<file path="src/rtl/core/rlss_pkg.sv">
// Shared types and constants of the RGB LED strip serializer.
// Holds the request codes, the decoded request format and the register set.
// No dependencies; every other file refers to it by scoped names.
package rlss_pkg;

    // Field widths
    localparam int KIND_W      = 2;
    localparam int BYTE_W      = 8;
    localparam int WORD_W      = 24;
    localparam int CFG_INDEX_W = 2;
    localparam int SUM_W       = 10;

    // Frame format
    localparam int BITS_PER_LED = 24;
    localparam int BIT_POS_W    = 5;

    // Decoupling queue between front and back
    localparam int QUEUE_DEPTH = 4;

    // Divide by three through a reciprocal: exact for an 8-bit index
    // (x * 171) >> 9, and for a 10-bit color sum (x * 683) >> 11
    localparam int DIV3_IDX_MUL   = 171;
    localparam int DIV3_IDX_SHIFT = 9;
    localparam int DIV3_SUM_MUL   = 683;
    localparam int DIV3_SUM_SHIFT = 11;

    // Request kinds on the input channel
    localparam logic [KIND_W-1:0] KIND_WRITE  = 2'd0;
    localparam logic [KIND_W-1:0] KIND_UPDATE = 2'd1;
    localparam logic [KIND_W-1:0] KIND_TICK   = 2'd2;

    // Register indexes of the configuration port
    localparam logic [CFG_INDEX_W-1:0] CFG_CHANNEL_MODE = 2'd0;
    localparam logic [CFG_INDEX_W-1:0] CFG_ZERO_HIGH    = 2'd1;
    localparam logic [CFG_INDEX_W-1:0] CFG_ONE_HIGH     = 2'd2;
    localparam logic [CFG_INDEX_W-1:0] CFG_BIT_PERIOD   = 2'd3;

    // Register reset values
    localparam logic [BYTE_W-1:0] ZERO_HIGH_RESET  = 8'd5;
    localparam logic [BYTE_W-1:0] ONE_HIGH_RESET   = 8'd12;
    localparam logic [BYTE_W-1:0] BIT_PERIOD_RESET = 8'd20;

    // Color component selected by a byte index
    localparam logic [1:0] COMP_RED   = 2'd0;
    localparam logic [1:0] COMP_GREEN = 2'd1;

    // Decoded operation handed from front to back
    typedef enum logic [2:0] {
        OP_NOP    = 3'd0,
        OP_COLOR  = 3'd1,
        OP_BYTE   = 3'd2,
        OP_UPDATE = 3'd3,
        OP_TICK   = 3'd4
    } op_t;

    // Decoded request; word is green:red:blue for a color, the low byte
    // carries the averaged value for a byte write
    typedef struct packed {
        op_t               op;
        logic              in_range;
        logic [1:0]        comp;
        logic [WORD_W-1:0] word;
    } item_t;

    // Register set
    typedef struct packed {
        logic              channel_mode;
        logic [BYTE_W-1:0] zero_high_ticks;
        logic [BYTE_W-1:0] one_high_ticks;
        logic [BYTE_W-1:0] bit_period_ticks;
    } cfg_t;

endpackage

</file>
<file path="src/rtl/core/rlss_front.sv">
// Front end of the LED strip serializer: takes requests and decodes them.
// Splits byte indexes, averages colors and range-checks buffer addresses.
// Depends on rlss_pkg.
module rlss_front #(
    parameter int LED_NUMBER = 32,
    parameter int AW         = 5
) (
    input  logic                             s_valid,
    output logic                             s_ready,
    input  logic [rlss_pkg::KIND_W-1:0]      s_kind,
    input  logic [rlss_pkg::BYTE_W-1:0]      s_index,
    input  logic [rlss_pkg::BYTE_W-1:0]      s_red,
    input  logic [rlss_pkg::BYTE_W-1:0]      s_green,
    input  logic [rlss_pkg::BYTE_W-1:0]      s_blue,
    input  rlss_pkg::cfg_t                   cfg,
    input  logic                             q_full,
    output logic                             q_push,
    output rlss_pkg::item_t                  q_item,
    output logic [AW-1:0]                    q_addr
);

    logic [15:0]                     idx_prod;
    logic [6:0]                      byte_led;
    logic [7:0]                      byte_led_x3;
    logic [1:0]                      byte_comp;
    logic [rlss_pkg::SUM_W-1:0]      color_sum;
    logic [19:0]                     sum_prod;
    logic [rlss_pkg::BYTE_W-1:0]     color_avg;
    logic                            led_in_range;
    logic                            byte_in_range;

    // Accept while the queue has room
    assign s_ready = !q_full;
    assign q_push  = s_valid && !q_full;

    // Byte index to LED number and component
    assign idx_prod    = {8'd0, s_index} * 16'(rlss_pkg::DIV3_IDX_MUL);
    assign byte_led    = idx_prod[15:rlss_pkg::DIV3_IDX_SHIFT];
    assign byte_led_x3 = {byte_led, 1'b0} + {1'b0, byte_led};
    assign byte_comp   = 2'(s_index - byte_led_x3);

    // Average of the three components
    assign color_sum = rlss_pkg::SUM_W'(s_red) + rlss_pkg::SUM_W'(s_green)
                     + rlss_pkg::SUM_W'(s_blue);
    assign sum_prod  = {10'd0, color_sum} * 20'(rlss_pkg::DIV3_SUM_MUL);
    assign color_avg = sum_prod[rlss_pkg::DIV3_SUM_SHIFT +: rlss_pkg::BYTE_W];

    assign led_in_range  = s_index < 8'(LED_NUMBER);
    assign byte_in_range = byte_led < 7'(LED_NUMBER);

    // Classify the request
    always_comb begin
        q_item.op       = rlss_pkg::OP_NOP;
        q_item.in_range = 1'b0;
        q_item.comp     = byte_comp;
        q_item.word     = {s_green, s_red, s_blue};
        q_addr          = '0;
        case (s_kind)
            rlss_pkg::KIND_WRITE: begin
                if (cfg.channel_mode) begin
                    q_item.op       = rlss_pkg::OP_BYTE;
                    q_item.in_range = byte_in_range;
                    q_item.word     = {16'd0, color_avg};
                    if (byte_in_range) begin
                        q_addr = byte_led[AW-1:0];
                    end
                end else begin
                    q_item.op       = rlss_pkg::OP_COLOR;
                    q_item.in_range = led_in_range;
                    if (led_in_range) begin
                        q_addr = s_index[AW-1:0];
                    end
                end
            end
            rlss_pkg::KIND_UPDATE: begin
                q_item.op = rlss_pkg::OP_UPDATE;
            end
            rlss_pkg::KIND_TICK: begin
                q_item.op = rlss_pkg::OP_TICK;
            end
            default: begin
                q_item.op = rlss_pkg::OP_NOP;
            end
        endcase
    end

endmodule

</file>
<file path="src/rtl/core/rlss_queue.sv">
// Short request queue between the front and back of the LED strip serializer.
// Register slots with read and write pointers and an occupancy count.
// Depends on rlss_pkg for its depth.
module rlss_queue #(
    parameter int DATA_W = 8
) (
    input  logic              aclk,
    input  logic              aresetn,
    input  logic              push,
    input  logic [DATA_W-1:0] push_data,
    input  logic              pop,
    output logic [DATA_W-1:0] head_data,
    output logic              empty,
    output logic              full
);

    localparam int DEPTH = rlss_pkg::QUEUE_DEPTH;
    localparam int PW    = $clog2(DEPTH);

    logic [DATA_W-1:0] slot_reg [DEPTH];
    logic [PW-1:0]     wr_ptr_reg, wr_ptr_next;
    logic [PW-1:0]     rd_ptr_reg, rd_ptr_next;
    logic [PW:0]       count_reg, count_next;

    assign head_data = slot_reg[rd_ptr_reg];
    assign empty     = count_reg == '0;
    assign full      = count_reg == (PW+1)'(DEPTH);

    // Advance pointers and count
    always_comb begin
        wr_ptr_next = push ? wr_ptr_reg + 1'b1 : wr_ptr_reg;
        rd_ptr_next = pop ? rd_ptr_reg + 1'b1 : rd_ptr_reg;
        count_next  = count_reg;
        if (push && !pop) begin
            count_next = count_reg + 1'b1;
        end else if (pop && !push) begin
            count_next = count_reg - 1'b1;
        end
    end

    always_ff @(posedge aclk) begin
        if (!aresetn) begin
            wr_ptr_reg <= '0;
            rd_ptr_reg <= '0;
            count_reg  <= '0;
        end else begin
            wr_ptr_reg <= wr_ptr_next;
            rd_ptr_reg <= rd_ptr_next;
            count_reg  <= count_next;
        end
    end

    // Store the pushed request
    always_ff @(posedge aclk) begin
        if (push) begin
            slot_reg[wr_ptr_reg] <= push_data;
        end
    end

endmodule

</file>
<file path="src/rtl/core/rlss_back.sv">
// Back end of the LED strip serializer: frame buffer, bit timer, result register.
// Executes one decoded request per cycle unless the receiver stalls, and holds
// the result for the receiver. Depends on rlss_pkg.
module rlss_back #(
    parameter int LED_NUMBER = 32,
    parameter int AW         = 5
) (
    input  logic             aclk,
    input  logic             aresetn,
    input  rlss_pkg::cfg_t   cfg,
    input  logic             q_empty,
    input  rlss_pkg::item_t  q_item,
    input  logic [AW-1:0]    q_addr,
    output logic             q_pop,
    output logic             m_valid,
    input  logic             m_ready,
    output logic             m_line_level,
    output logic             m_busy_res
);

    localparam int WW = rlss_pkg::WORD_W;
    localparam int BW = rlss_pkg::BIT_POS_W;

    // Execute stage
    logic                  exec_valid_reg, exec_valid_next;
    rlss_pkg::item_t       exec_item_reg;
    logic [AW-1:0]         exec_addr_reg;
    logic                  exec_fire;
    logic                  exec_load;

    // Frame buffer with per-entry valid bits
    logic [WW-1:0]         mem [0:LED_NUMBER-1];
    logic [LED_NUMBER-1:0] valid_reg;
    logic [AW-1:0]         rd1_addr, rd2_addr;
    logic [WW-1:0]         rd1_data_reg, rd2_data_reg;
    logic                  rd1_valid_reg, rd2_valid_reg;
    logic [AW-1:0]         rd2_addr_reg;
    logic                  fwd_valid_reg;
    logic [AW-1:0]         fwd_addr_reg;
    logic [WW-1:0]         fwd_data_reg;
    logic [WW-1:0]         eff1, eff2;
    logic                  wr_en;
    logic [WW-1:0]         wr_data;

    // Transmitter state
    logic                  dirty_reg, dirty_next;
    logic                  sending_reg, sending_next;
    logic [AW-1:0]         led_reg, led_next;
    logic [BW-1:0]         bit_reg, bit_next;
    logic [7:0]            phase_reg, phase_next;
    logic [WW-1:0]         shift_reg, shift_next;
    logic [8:0]            phase_inc;
    logic [AW:0]           led_inc;
    logic [AW:0]           prefetch_led;
    logic [7:0]            high_ticks;
    logic                  line_next;

    // Result register
    logic                  m_valid_reg;
    logic                  m_line_level_reg;
    logic                  m_busy_res_reg;

    assign m_valid      = m_valid_reg;
    assign m_line_level = m_line_level_reg;
    assign m_busy_res   = m_busy_res_reg;

    // Advance when the result register is free or being drained
    assign exec_fire       = exec_valid_reg && (!m_valid_reg || m_ready);
    assign exec_load       = !exec_valid_reg || exec_fire;
    assign q_pop           = exec_load && !q_empty;
    assign exec_valid_next = exec_load ? !q_empty : exec_valid_reg;

    // Read the entry of the request that sits in execute next cycle
    assign rd1_addr = q_pop ? q_addr : exec_addr_reg;

    // Merge the write of the last edge over the registered read data
    assign eff1 = (fwd_valid_reg && fwd_addr_reg == exec_addr_reg) ? fwd_data_reg
                : (rd1_valid_reg ? rd1_data_reg : '0);
    assign eff2 = (fwd_valid_reg && fwd_addr_reg == rd2_addr_reg) ? fwd_data_reg
                : (rd2_valid_reg ? rd2_data_reg : '0);

    assign phase_inc = {1'b0, phase_reg} + 9'd1;
    assign led_inc   = {1'b0, led_reg} + (AW+1)'(1);

    // Execute the request
    always_comb begin
        dirty_next   = dirty_reg;
        sending_next = sending_reg;
        led_next     = led_reg;
        bit_next     = bit_reg;
        phase_next   = phase_reg;
        shift_next   = shift_reg;
        wr_en        = 1'b0;
        wr_data      = eff1;
        if (exec_fire) begin
            case (exec_item_reg.op)
                rlss_pkg::OP_COLOR: begin
                    if (exec_item_reg.in_range && eff1 != exec_item_reg.word) begin
                        wr_en      = 1'b1;
                        wr_data    = exec_item_reg.word;
                        dirty_next = 1'b1;
                    end
                end
                rlss_pkg::OP_BYTE: begin
                    if (exec_item_reg.in_range) begin
                        wr_en      = 1'b1;
                        dirty_next = 1'b1;
                        case (exec_item_reg.comp)
                            rlss_pkg::COMP_RED:   wr_data[15:8]  = exec_item_reg.word[7:0];
                            rlss_pkg::COMP_GREEN: wr_data[23:16] = exec_item_reg.word[7:0];
                            default:              wr_data[7:0]   = exec_item_reg.word[7:0];
                        endcase
                    end
                end
                rlss_pkg::OP_UPDATE: begin
                    if (dirty_reg && !sending_reg) begin
                        dirty_next   = 1'b0;
                        sending_next = 1'b1;
                        led_next     = '0;
                        bit_next     = '0;
                        phase_next   = '0;
                        shift_next   = eff2;
                    end
                end
                rlss_pkg::OP_TICK: begin
                    if (sending_reg) begin
                        if (phase_inc < {1'b0, cfg.bit_period_ticks}) begin
                            phase_next = phase_inc[7:0];
                        end else begin
                            phase_next = '0;
                            shift_next = {shift_reg[WW-2:0], 1'b0};
                            if (bit_reg == BW'(rlss_pkg::BITS_PER_LED - 1)) begin
                                bit_next = '0;
                                if (led_inc >= (AW+1)'(LED_NUMBER)) begin
                                    sending_next = 1'b0;
                                    led_next     = '0;
                                    shift_next   = '0;
                                end else begin
                                    led_next   = led_inc[AW-1:0];
                                    shift_next = eff2;
                                end
                            end else begin
                                bit_next = bit_reg + 1'b1;
                            end
                        end
                    end
                end
                default: begin
                end
            endcase
        end
    end

    // Prefetch the LED that the next load will take
    assign prefetch_led = {1'b0, led_next} + (AW+1)'(1);
    assign rd2_addr = (sending_next && prefetch_led < (AW+1)'(LED_NUMBER))
                    ? prefetch_led[AW-1:0] : '0;

    // Line level after this request
    assign high_ticks = shift_next[WW-1] ? cfg.one_high_ticks : cfg.zero_high_ticks;
    assign line_next  = sending_next && (phase_next < high_ticks);

    // Frame buffer write and two registered reads
    always_ff @(posedge aclk) begin
        if (wr_en) begin
            mem[exec_addr_reg] <= wr_data;
        end
        rd1_data_reg  <= mem[rd1_addr];
        rd2_data_reg  <= mem[rd2_addr];
        rd1_valid_reg <= valid_reg[rd1_addr];
        rd2_valid_reg <= valid_reg[rd2_addr];
        rd2_addr_reg  <= rd2_addr;
        fwd_addr_reg  <= exec_addr_reg;
        fwd_data_reg  <= wr_data;
    end

    // Execute stage payload
    always_ff @(posedge aclk) begin
        if (q_pop) begin
            exec_item_reg <= q_item;
            exec_addr_reg <= q_addr;
        end
    end

    // Control state
    always_ff @(posedge aclk) begin
        if (!aresetn) begin
            exec_valid_reg   <= 1'b0;
            valid_reg        <= '0;
            fwd_valid_reg    <= 1'b0;
            dirty_reg        <= 1'b0;
            sending_reg      <= 1'b0;
            led_reg          <= '0;
            bit_reg          <= '0;
            phase_reg        <= '0;
            shift_reg        <= '0;
            m_valid_reg      <= 1'b0;
            m_line_level_reg <= 1'b0;
            m_busy_res_reg   <= 1'b0;
        end else begin
            exec_valid_reg <= exec_valid_next;
            fwd_valid_reg  <= wr_en;
            if (wr_en) begin
                valid_reg[exec_addr_reg] <= 1'b1;
            end
            dirty_reg   <= dirty_next;
            sending_reg <= sending_next;
            led_reg     <= led_next;
            bit_reg     <= bit_next;
            phase_reg   <= phase_next;
            shift_reg   <= shift_next;
            // Hold the result until the receiver takes it
            if (exec_fire) begin
                m_valid_reg      <= 1'b1;
                m_line_level_reg <= line_next;
                m_busy_res_reg   <= sending_next;
            end else if (m_ready) begin
                m_valid_reg <= 1'b0;
            end
        end
    end

    a_idle_counters_clear: assert property (@(posedge aclk) disable iff (!aresetn)
        !sending_reg |-> (led_reg == '0 && bit_reg == '0 && phase_reg == '0
                          && shift_reg == '0))
        else $error("transmitter counters not cleared while idle");

    a_bit_in_range: assert property (@(posedge aclk) disable iff (!aresetn)
        bit_reg < BW'(rlss_pkg::BITS_PER_LED))
        else $error("bit position beyond one LED");

    a_frame_start_clears_dirty: assert property (@(posedge aclk) disable iff (!aresetn)
        $rose(sending_reg) |-> !dirty_reg)
        else $error("frame started without clearing dirty");

    a_line_only_when_busy: assert property (@(posedge aclk) disable iff (!aresetn)
        (m_valid_reg && m_line_level_reg) |-> m_busy_res_reg)
        else $error("line driven high outside a frame");

    a_forward_from_commit: assert property (@(posedge aclk) disable iff (!aresetn)
        fwd_valid_reg |-> $past(exec_fire))
        else $error("buffer write without an executed request");

endmodule

</file>
<file path="src/rtl/core/rgb_led_strip_serializer_unit.sv">
// Top level of the RGB LED strip serializer: register set and the
// front end, request queue and back end. Depends on rlss_pkg, rlss_front,
// rlss_queue and rlss_back.
//
// Usage: requests enter on the s_ channel (kind, index, red, green, blue);
// a write stores a color (or one averaged byte in channel mode), an update
// starts a frame if idle and the buffer changed, and a tick advances the
// bit timer by one tick. Every request returns exactly one result on the
// m_ channel: the data line level and the busy flag after that request.
// Registers are written on the cfg_ channel, index 0 channel mode, 1 zero
// high ticks, 2 one high ticks, 3 bit period; cfg_ready is always high.
// An accepted request passes the queue, execute stage and result register.
// Throughput is one request per cycle while m_ready is high, set by the
// single execute stage and the one write port of the frame buffer.
// Reset clears the registers to their defaults and the frame buffer to all
// zero at once through per-LED valid bits; no clearing pass is needed.
// When the receiver stalls, the result register holds and a four-entry
// queue keeps taking requests; s_ready drops when the queue is full.
module rgb_led_strip_serializer_unit #(
    parameter int LED_NUMBER = 32
) (
    input  logic                                aclk,
    input  logic                                aresetn,
    input  logic                                s_valid,
    output logic                                s_ready,
    input  logic [rlss_pkg::KIND_W-1:0]         s_kind,
    input  logic [rlss_pkg::BYTE_W-1:0]         s_index,
    input  logic [rlss_pkg::BYTE_W-1:0]         s_red,
    input  logic [rlss_pkg::BYTE_W-1:0]         s_green,
    input  logic [rlss_pkg::BYTE_W-1:0]         s_blue,
    output logic                                m_valid,
    input  logic                                m_ready,
    output logic                                m_line_level,
    output logic                                m_busy_res,
    input  logic                                cfg_valid,
    output logic                                cfg_ready,
    input  logic [rlss_pkg::CFG_INDEX_W-1:0]    cfg_index,
    input  logic [rlss_pkg::BYTE_W-1:0]         cfg_data
);

    localparam int AW     = (LED_NUMBER > 1) ? $clog2(LED_NUMBER) : 1;
    localparam int ITEM_W = $bits(rlss_pkg::item_t);
    localparam int Q_W    = ITEM_W + AW;

    rlss_pkg::cfg_t   cfg_reg;
    rlss_pkg::item_t  f_item;
    logic [AW-1:0]    f_addr;
    logic             q_push;
    logic             q_pop;
    logic             q_full;
    logic             q_empty;
    logic [Q_W-1:0]   q_head;
    rlss_pkg::item_t  q_item;
    logic [AW-1:0]    q_addr;

    assign cfg_ready = 1'b1;

    // Register writes
    always_ff @(posedge aclk) begin
        if (!aresetn) begin
            cfg_reg.channel_mode     <= 1'b0;
            cfg_reg.zero_high_ticks  <= rlss_pkg::ZERO_HIGH_RESET;
            cfg_reg.one_high_ticks   <= rlss_pkg::ONE_HIGH_RESET;
            cfg_reg.bit_period_ticks <= rlss_pkg::BIT_PERIOD_RESET;
        end else if (cfg_valid) begin
            case (cfg_index)
                rlss_pkg::CFG_CHANNEL_MODE: cfg_reg.channel_mode     <= cfg_data[0];
                rlss_pkg::CFG_ZERO_HIGH:    cfg_reg.zero_high_ticks  <= cfg_data;
                rlss_pkg::CFG_ONE_HIGH:     cfg_reg.one_high_ticks   <= cfg_data;
                rlss_pkg::CFG_BIT_PERIOD:   cfg_reg.bit_period_ticks <= cfg_data;
                default: begin
                end
            endcase
        end
    end

    rlss_front #(
        .LED_NUMBER (LED_NUMBER),
        .AW         (AW)
    ) u_front (
        .s_valid (s_valid),
        .s_ready (s_ready),
        .s_kind  (s_kind),
        .s_index (s_index),
        .s_red   (s_red),
        .s_green (s_green),
        .s_blue  (s_blue),
        .cfg     (cfg_reg),
        .q_full  (q_full),
        .q_push  (q_push),
        .q_item  (f_item),
        .q_addr  (f_addr)
    );

    rlss_queue #(
        .DATA_W (Q_W)
    ) u_queue (
        .aclk      (aclk),
        .aresetn   (aresetn),
        .push      (q_push),
        .push_data ({f_addr, f_item}),
        .pop       (q_pop),
        .head_data (q_head),
        .empty     (q_empty),
        .full      (q_full)
    );

    // Split the queue head into request and buffer address
    assign q_item = rlss_pkg::item_t'(q_head[ITEM_W-1:0]);
    assign q_addr = q_head[Q_W-1:ITEM_W];

    rlss_back #(
        .LED_NUMBER (LED_NUMBER),
        .AW         (AW)
    ) u_back (
        .aclk         (aclk),
        .aresetn      (aresetn),
        .cfg          (cfg_reg),
        .q_empty      (q_empty),
        .q_item       (q_item),
        .q_addr       (q_addr),
        .q_pop        (q_pop),
        .m_valid      (m_valid),
        .m_ready      (m_ready),
        .m_line_level (m_line_level),
        .m_busy_res   (m_busy_res)
    );

endmodule
</file>
<file path="config.mk">
export PLATFORM = sky130hd
export DESIGN_NAME = rgb_led_strip_serializer_unit
export DESIGN_NICKNAME = d
export VERILOG_FILES = /design/src/rtl/core/rlss_pkg.sv /design/src/rtl/core/rlss_front.sv /design/src/rtl/core/rlss_queue.sv /design/src/rtl/core/rlss_back.sv /design/src/rtl/core/rgb_led_strip_serializer_unit.sv
export SDC_FILE = /design/constraint.sdc
export NUM_CORES = 2
export LEC_CHECK = 0
export ABC_AREA = 1
export BUFFER_PORTS_ARGS = -buffer_cell sky130_fd_sc_hd__clkbuf_2
export CAP_MARGIN = 20
export CORE_MARGIN = 4
export CORE_UTILIZATION = 55
export CTS_CLUSTER_SIZE = 25
export DETAILED_ROUTE_END_ITERATION = 10
export PLACE_DENSITY = 0.74
export SETUP_SLACK_MARGIN = 0.05
export SLEW_MARGIN = 15
export SYNTH_ARGS = -nofsm -noshare
export SYNTH_HDL_FRONTEND = slang
export SYNTH_SLANG_ARGS = --single-unit
export TNS_END_PERCENT = 20
</file>
<file path="constraint.sdc">
create_clock -name aclk -period 7.01 [get_ports aclk]
set_input_delay 1.402 -clock aclk [delete_from_list [all_inputs] [get_ports aclk]]
set_output_delay 1.402 -clock aclk [all_outputs]
set_load 0.02 [all_outputs]
</file>
==> impl_results.md <==
* Status: complete, no violations
* Final Hold Viols at 0
* Maxcap violations at 0
* Seq cells post-synth at 1142
* Area growth syn-to-layout at 10.6%
* Synth Net Count at 6869
* Tightest Pin Transition at 1.13 ns
* Die Ht at 338 µm
* Largest net degree at the start of global routing at 168
* Setup TNS at 0 ns
* First-pass GRT wire length at around 290000 µm
* Adder and majority gate portion of the synthesized area at under 10%
* Clock skew at 0.0337 ns
* CP max stage delay at 0.50 ns
* Hold buffers post-CTS at 0
* Antenna-violating nets left at 0
* Bufs on Longest Clock Path at 3
* R2R cell count at 25
* Root Buffer: clkbuf_16
* Clock Power Share at approximately 18%
* Clk sinks at 1142
* Unique masters post-synth at 52
* Ports at 54
* Crit path kind: in -> reg
* Post-CTS Resized at 0
* CP required at 7.47 ns
* Final number of setup-violating endpoints at 0
* Clock Latency Late Sink at 0.72 ns
* Initial DRC Count at about 7800
* Global route overflow at 0
* Post-synth EDFFs at approximately 940
* Tcrit/Tclk final at 94.9%
* CP startpoint kind: input pin
* Row count at 120
* Crit path DAT at 7.11 ns
* Synth Instances at between 6000 and 7000
* TritonCTS Buffers at 116
* R2r endpoint: u_back.rd2_data_reg[11]$_DFF_P_
* Htree depth at 3
* Synth cell count leaders: 1257 x nand2_1, 938 x edfxtp_1, 722 x o21ai_0
* Initial antenna violation count at 2
* Ys flop type: edfxtp_1
* All-Layer GR Usage at 32.9%
* TritonCTS clock tree: built
* Hold slack at roughly 0.43 ns
* Pre-Repair DR Iteration Count at 7
* Synth Warn # at 0
* DRC at 0
* LEAKAGE at between 0.02 and 0.03 µW
* Power share of the sequential group at around 28%
* Post-Route WL at roughly 190000 µm
* Die X at 338 µm
* Crit. Startpoint: s_red[0]
* Period minus WS final at 6.65 ns
* Final nets at 6779
* Met3 Usage GRT at roughly 7.0%
* Synth top area share at 47.1%
* Synthesized area at 0.0599 mm²
* Met1 Usage GRT at 43.9%
* PD cells at 502 mW/mm²
* Reg2reg setup slack at between 1 and 1.5 ns
* DP HPWL at 107000 µm
* Sw Pwr at 15300 µW
* Class of the most critical hold timing path: reg -> reg
* Slew HR at about a quarter
* Net Sw Frac at ~46%
* WL/cell at roughly 24 µm
* Util after Layout at 61.6%
* Largest family of logic cells by synthesized area: simple AND/OR/NAND/NOR gates
* Synth top area cells: edfxtp_1 47%, nand2_1 7.9%, dfxtp_1 6.8%
* XOR/XNOR Fraction of Synth Area at 0.849%
* Maximum vdd drop at between 600 and 700 µV
* Worst path most repeated cell: inv_1
* Vias/cell at 6.47
* Worst R2R Start: u_back.phase_reg[0]$_SDFF_PN0_
* Max reg flops at 768
* Internal cell power at roughly 18000 µW
* Core Footprint at about 0.11 mm²
* Vias in the first global route at 49228
* Total number of vias at about 52000
* GRT busiest layer: met2
* Share of layout cells above drive strength 1 at 8.59%
* Compound-Gate Fraction of Synth Area at approximately an eighth
* Fmax at 150 MHz
* Total power at between 30000 and 40000 µW
* Most frequent cell after synthesis: nand2_1
* Slowest cell on the critical path: fa_1
* Die ar. at around 0.11 mm²
* Clock-pin slew on the worst setup and hold paths at roughly 0.060 ns
* Cell taking the most area after synthesis: edfxtp_1
* Critical-path maximum fanout at 4
* Global placement routability congestion at 0.908
* Mux cell area share after synthesis at 1.29%
* Gate power share at between 50% and 60%
* Port buffer count at 52
* Async SR Flop Fraction at 0%
* RSZ-0062 raised after global routing: false
* CP Capture Type: register
* Syn Area/Cell at ~9.0 µm²
* Fraction of the mapped netlist area in simple logic gates at between 20% and 30%
* Post-synthesis sequential area ratio at between 50% and 60%
* Initial Util at 55.7%
* GR Util met2 at 50.1%
* Setup crit end: u_queue.slot_reg[1][7]$_DFFE_PP_
* Setup Fix Bufs, Post-CTS at 0
* Max-slew violations at 0
[area by class of cell]
class | count | area (µm²)
Sequential cell | 1142 | 32300
Timing Repair Buffer | 265 | 2200
Multi-Input combinational cell | 4420 | 23900
Clock buffer | 163 | 3310
Clock inverter | 58 | 428
Inverter | 610 | 2310
Fill cell | 8761 | 41300
Tap cell | 1403 | 1760
Antenna cell | 1 | 2.50
[critical path, delay by kind of cell]
| family | cells | cell delay [ns] |
|---|---|---|
| AND/OR/NAND/NOR | 10 | 0.79 |
| XOR/XNOR | 2 | 0.37 |
| adder cells (fa/ha/maj) | 8 | 2.82 |
| AO/OA/AOI/OAI | 7 | 1.14 |
| buffers and inverters | 9 | 0.58 |
[worst min path at each step]
stage                                         start                              to  slack (ns)  depth (start not counted)
finish              u_back.exec_addr_reg[1]$_DFF_P_  u_back.fwd_addr_reg[1]$_DFF_P_        0.43                          0
global route        u_back.exec_addr_reg[1]$_DFF_P_  u_back.fwd_addr_reg[1]$_DFF_P_        0.45                          0
CTS                 u_back.exec_addr_reg[1]$_DFF_P_  u_back.fwd_addr_reg[1]$_DFF_P_        0.42                          0
detailed placement  u_back.exec_addr_reg[1]$_DFF_P_  u_back.fwd_addr_reg[1]$_DFF_P_        0.41                          0
global placement    u_back.exec_addr_reg[1]$_DFF_P_  u_back.fwd_addr_reg[1]$_DFF_P_        0.40                          0
floorplan           u_back.exec_addr_reg[2]$_DFF_P_  u_back.fwd_addr_reg[2]$_DFF_P_        0.33                          0
[through the flow]
step	cells	instance area, µm²	setup WS (ns)
floorplan	6645	60000	-0.00547
global placement	7834	62300	-0.432
detailed placement	7836	62300	-0.458
CTS	8057	66100	0.257
global route	8061	66200	0.0516
finish	8062	66200	0.358
[power groups by stage]
stage	registers [µW]	logic (µW)	clock network, µW
6_report	9190	18000	6090
2_1_floorplan	9160	11400	0
5_1_grt	9210	19500	6410
4_1_cts	9180	17300	6100
3_3_place_gp	9300	16800	0
3_5_place_dp	9310	17200	0
[layout by cell type (no fill, tap or decap), types with 6 or more instances in the layout]
cell       synthesis  routed
or2_2             13      11
clkinv_2           0      19
clkbuf_16          0     122
xor2_1            41      40
xnor2_1           17      16
inv_1            580     571
nor3_1             8       8
a21oi_1          159     153
buf_4             17     185
o21ai_1           38      28
clkinv_1          17      42
nand3_1          538     534
fa_1              33      31
a21o_1            10      10
nor2_4             2      29
a31oi_1           27      27
clkbuf_1         338      29
o21ai_0          722     706
edfxtp_1         938     938
o2111ai_1          8       8
clkbuf_8           0      12
o22ai_1          100     100
o221ai_1         138     138
nand4_1          278     278
ha_4               0       9
clkbuf_2           0      53
a221oi_1          22      22
nand2_1         1257    1253
o21bai_1          16      16
a21oi_2            2       8
mux2i_1           77      77
ha_1             142     133
o21ai_2            0      21
nor2_1           674     645
or2_0             24      24
buf_12             0      23
dfxtp_1          204     203
o211ai_1          45      45
inv_2             13      19
nor2_2             4       6
[cell families after synthesis]
group,after synthesis
AOI/OAI and AO/OA,1297
xor gates and xnor gates,58
adders and majority gates,175
buffers and inverters,1083
DFF,1142
muxes,77
other,1
and+or+nand+nor,2812
[layer usage]
layer	vias up	part of all wire, %	wire length, µm
met4	0	6.2	12100
met5	-	0	0
li1	22983	-	-
met1	24426	36	70200
met2	3909	44	84300
met3	842	14	26300
Note: power is estimated with default switching activity, not from simulation.
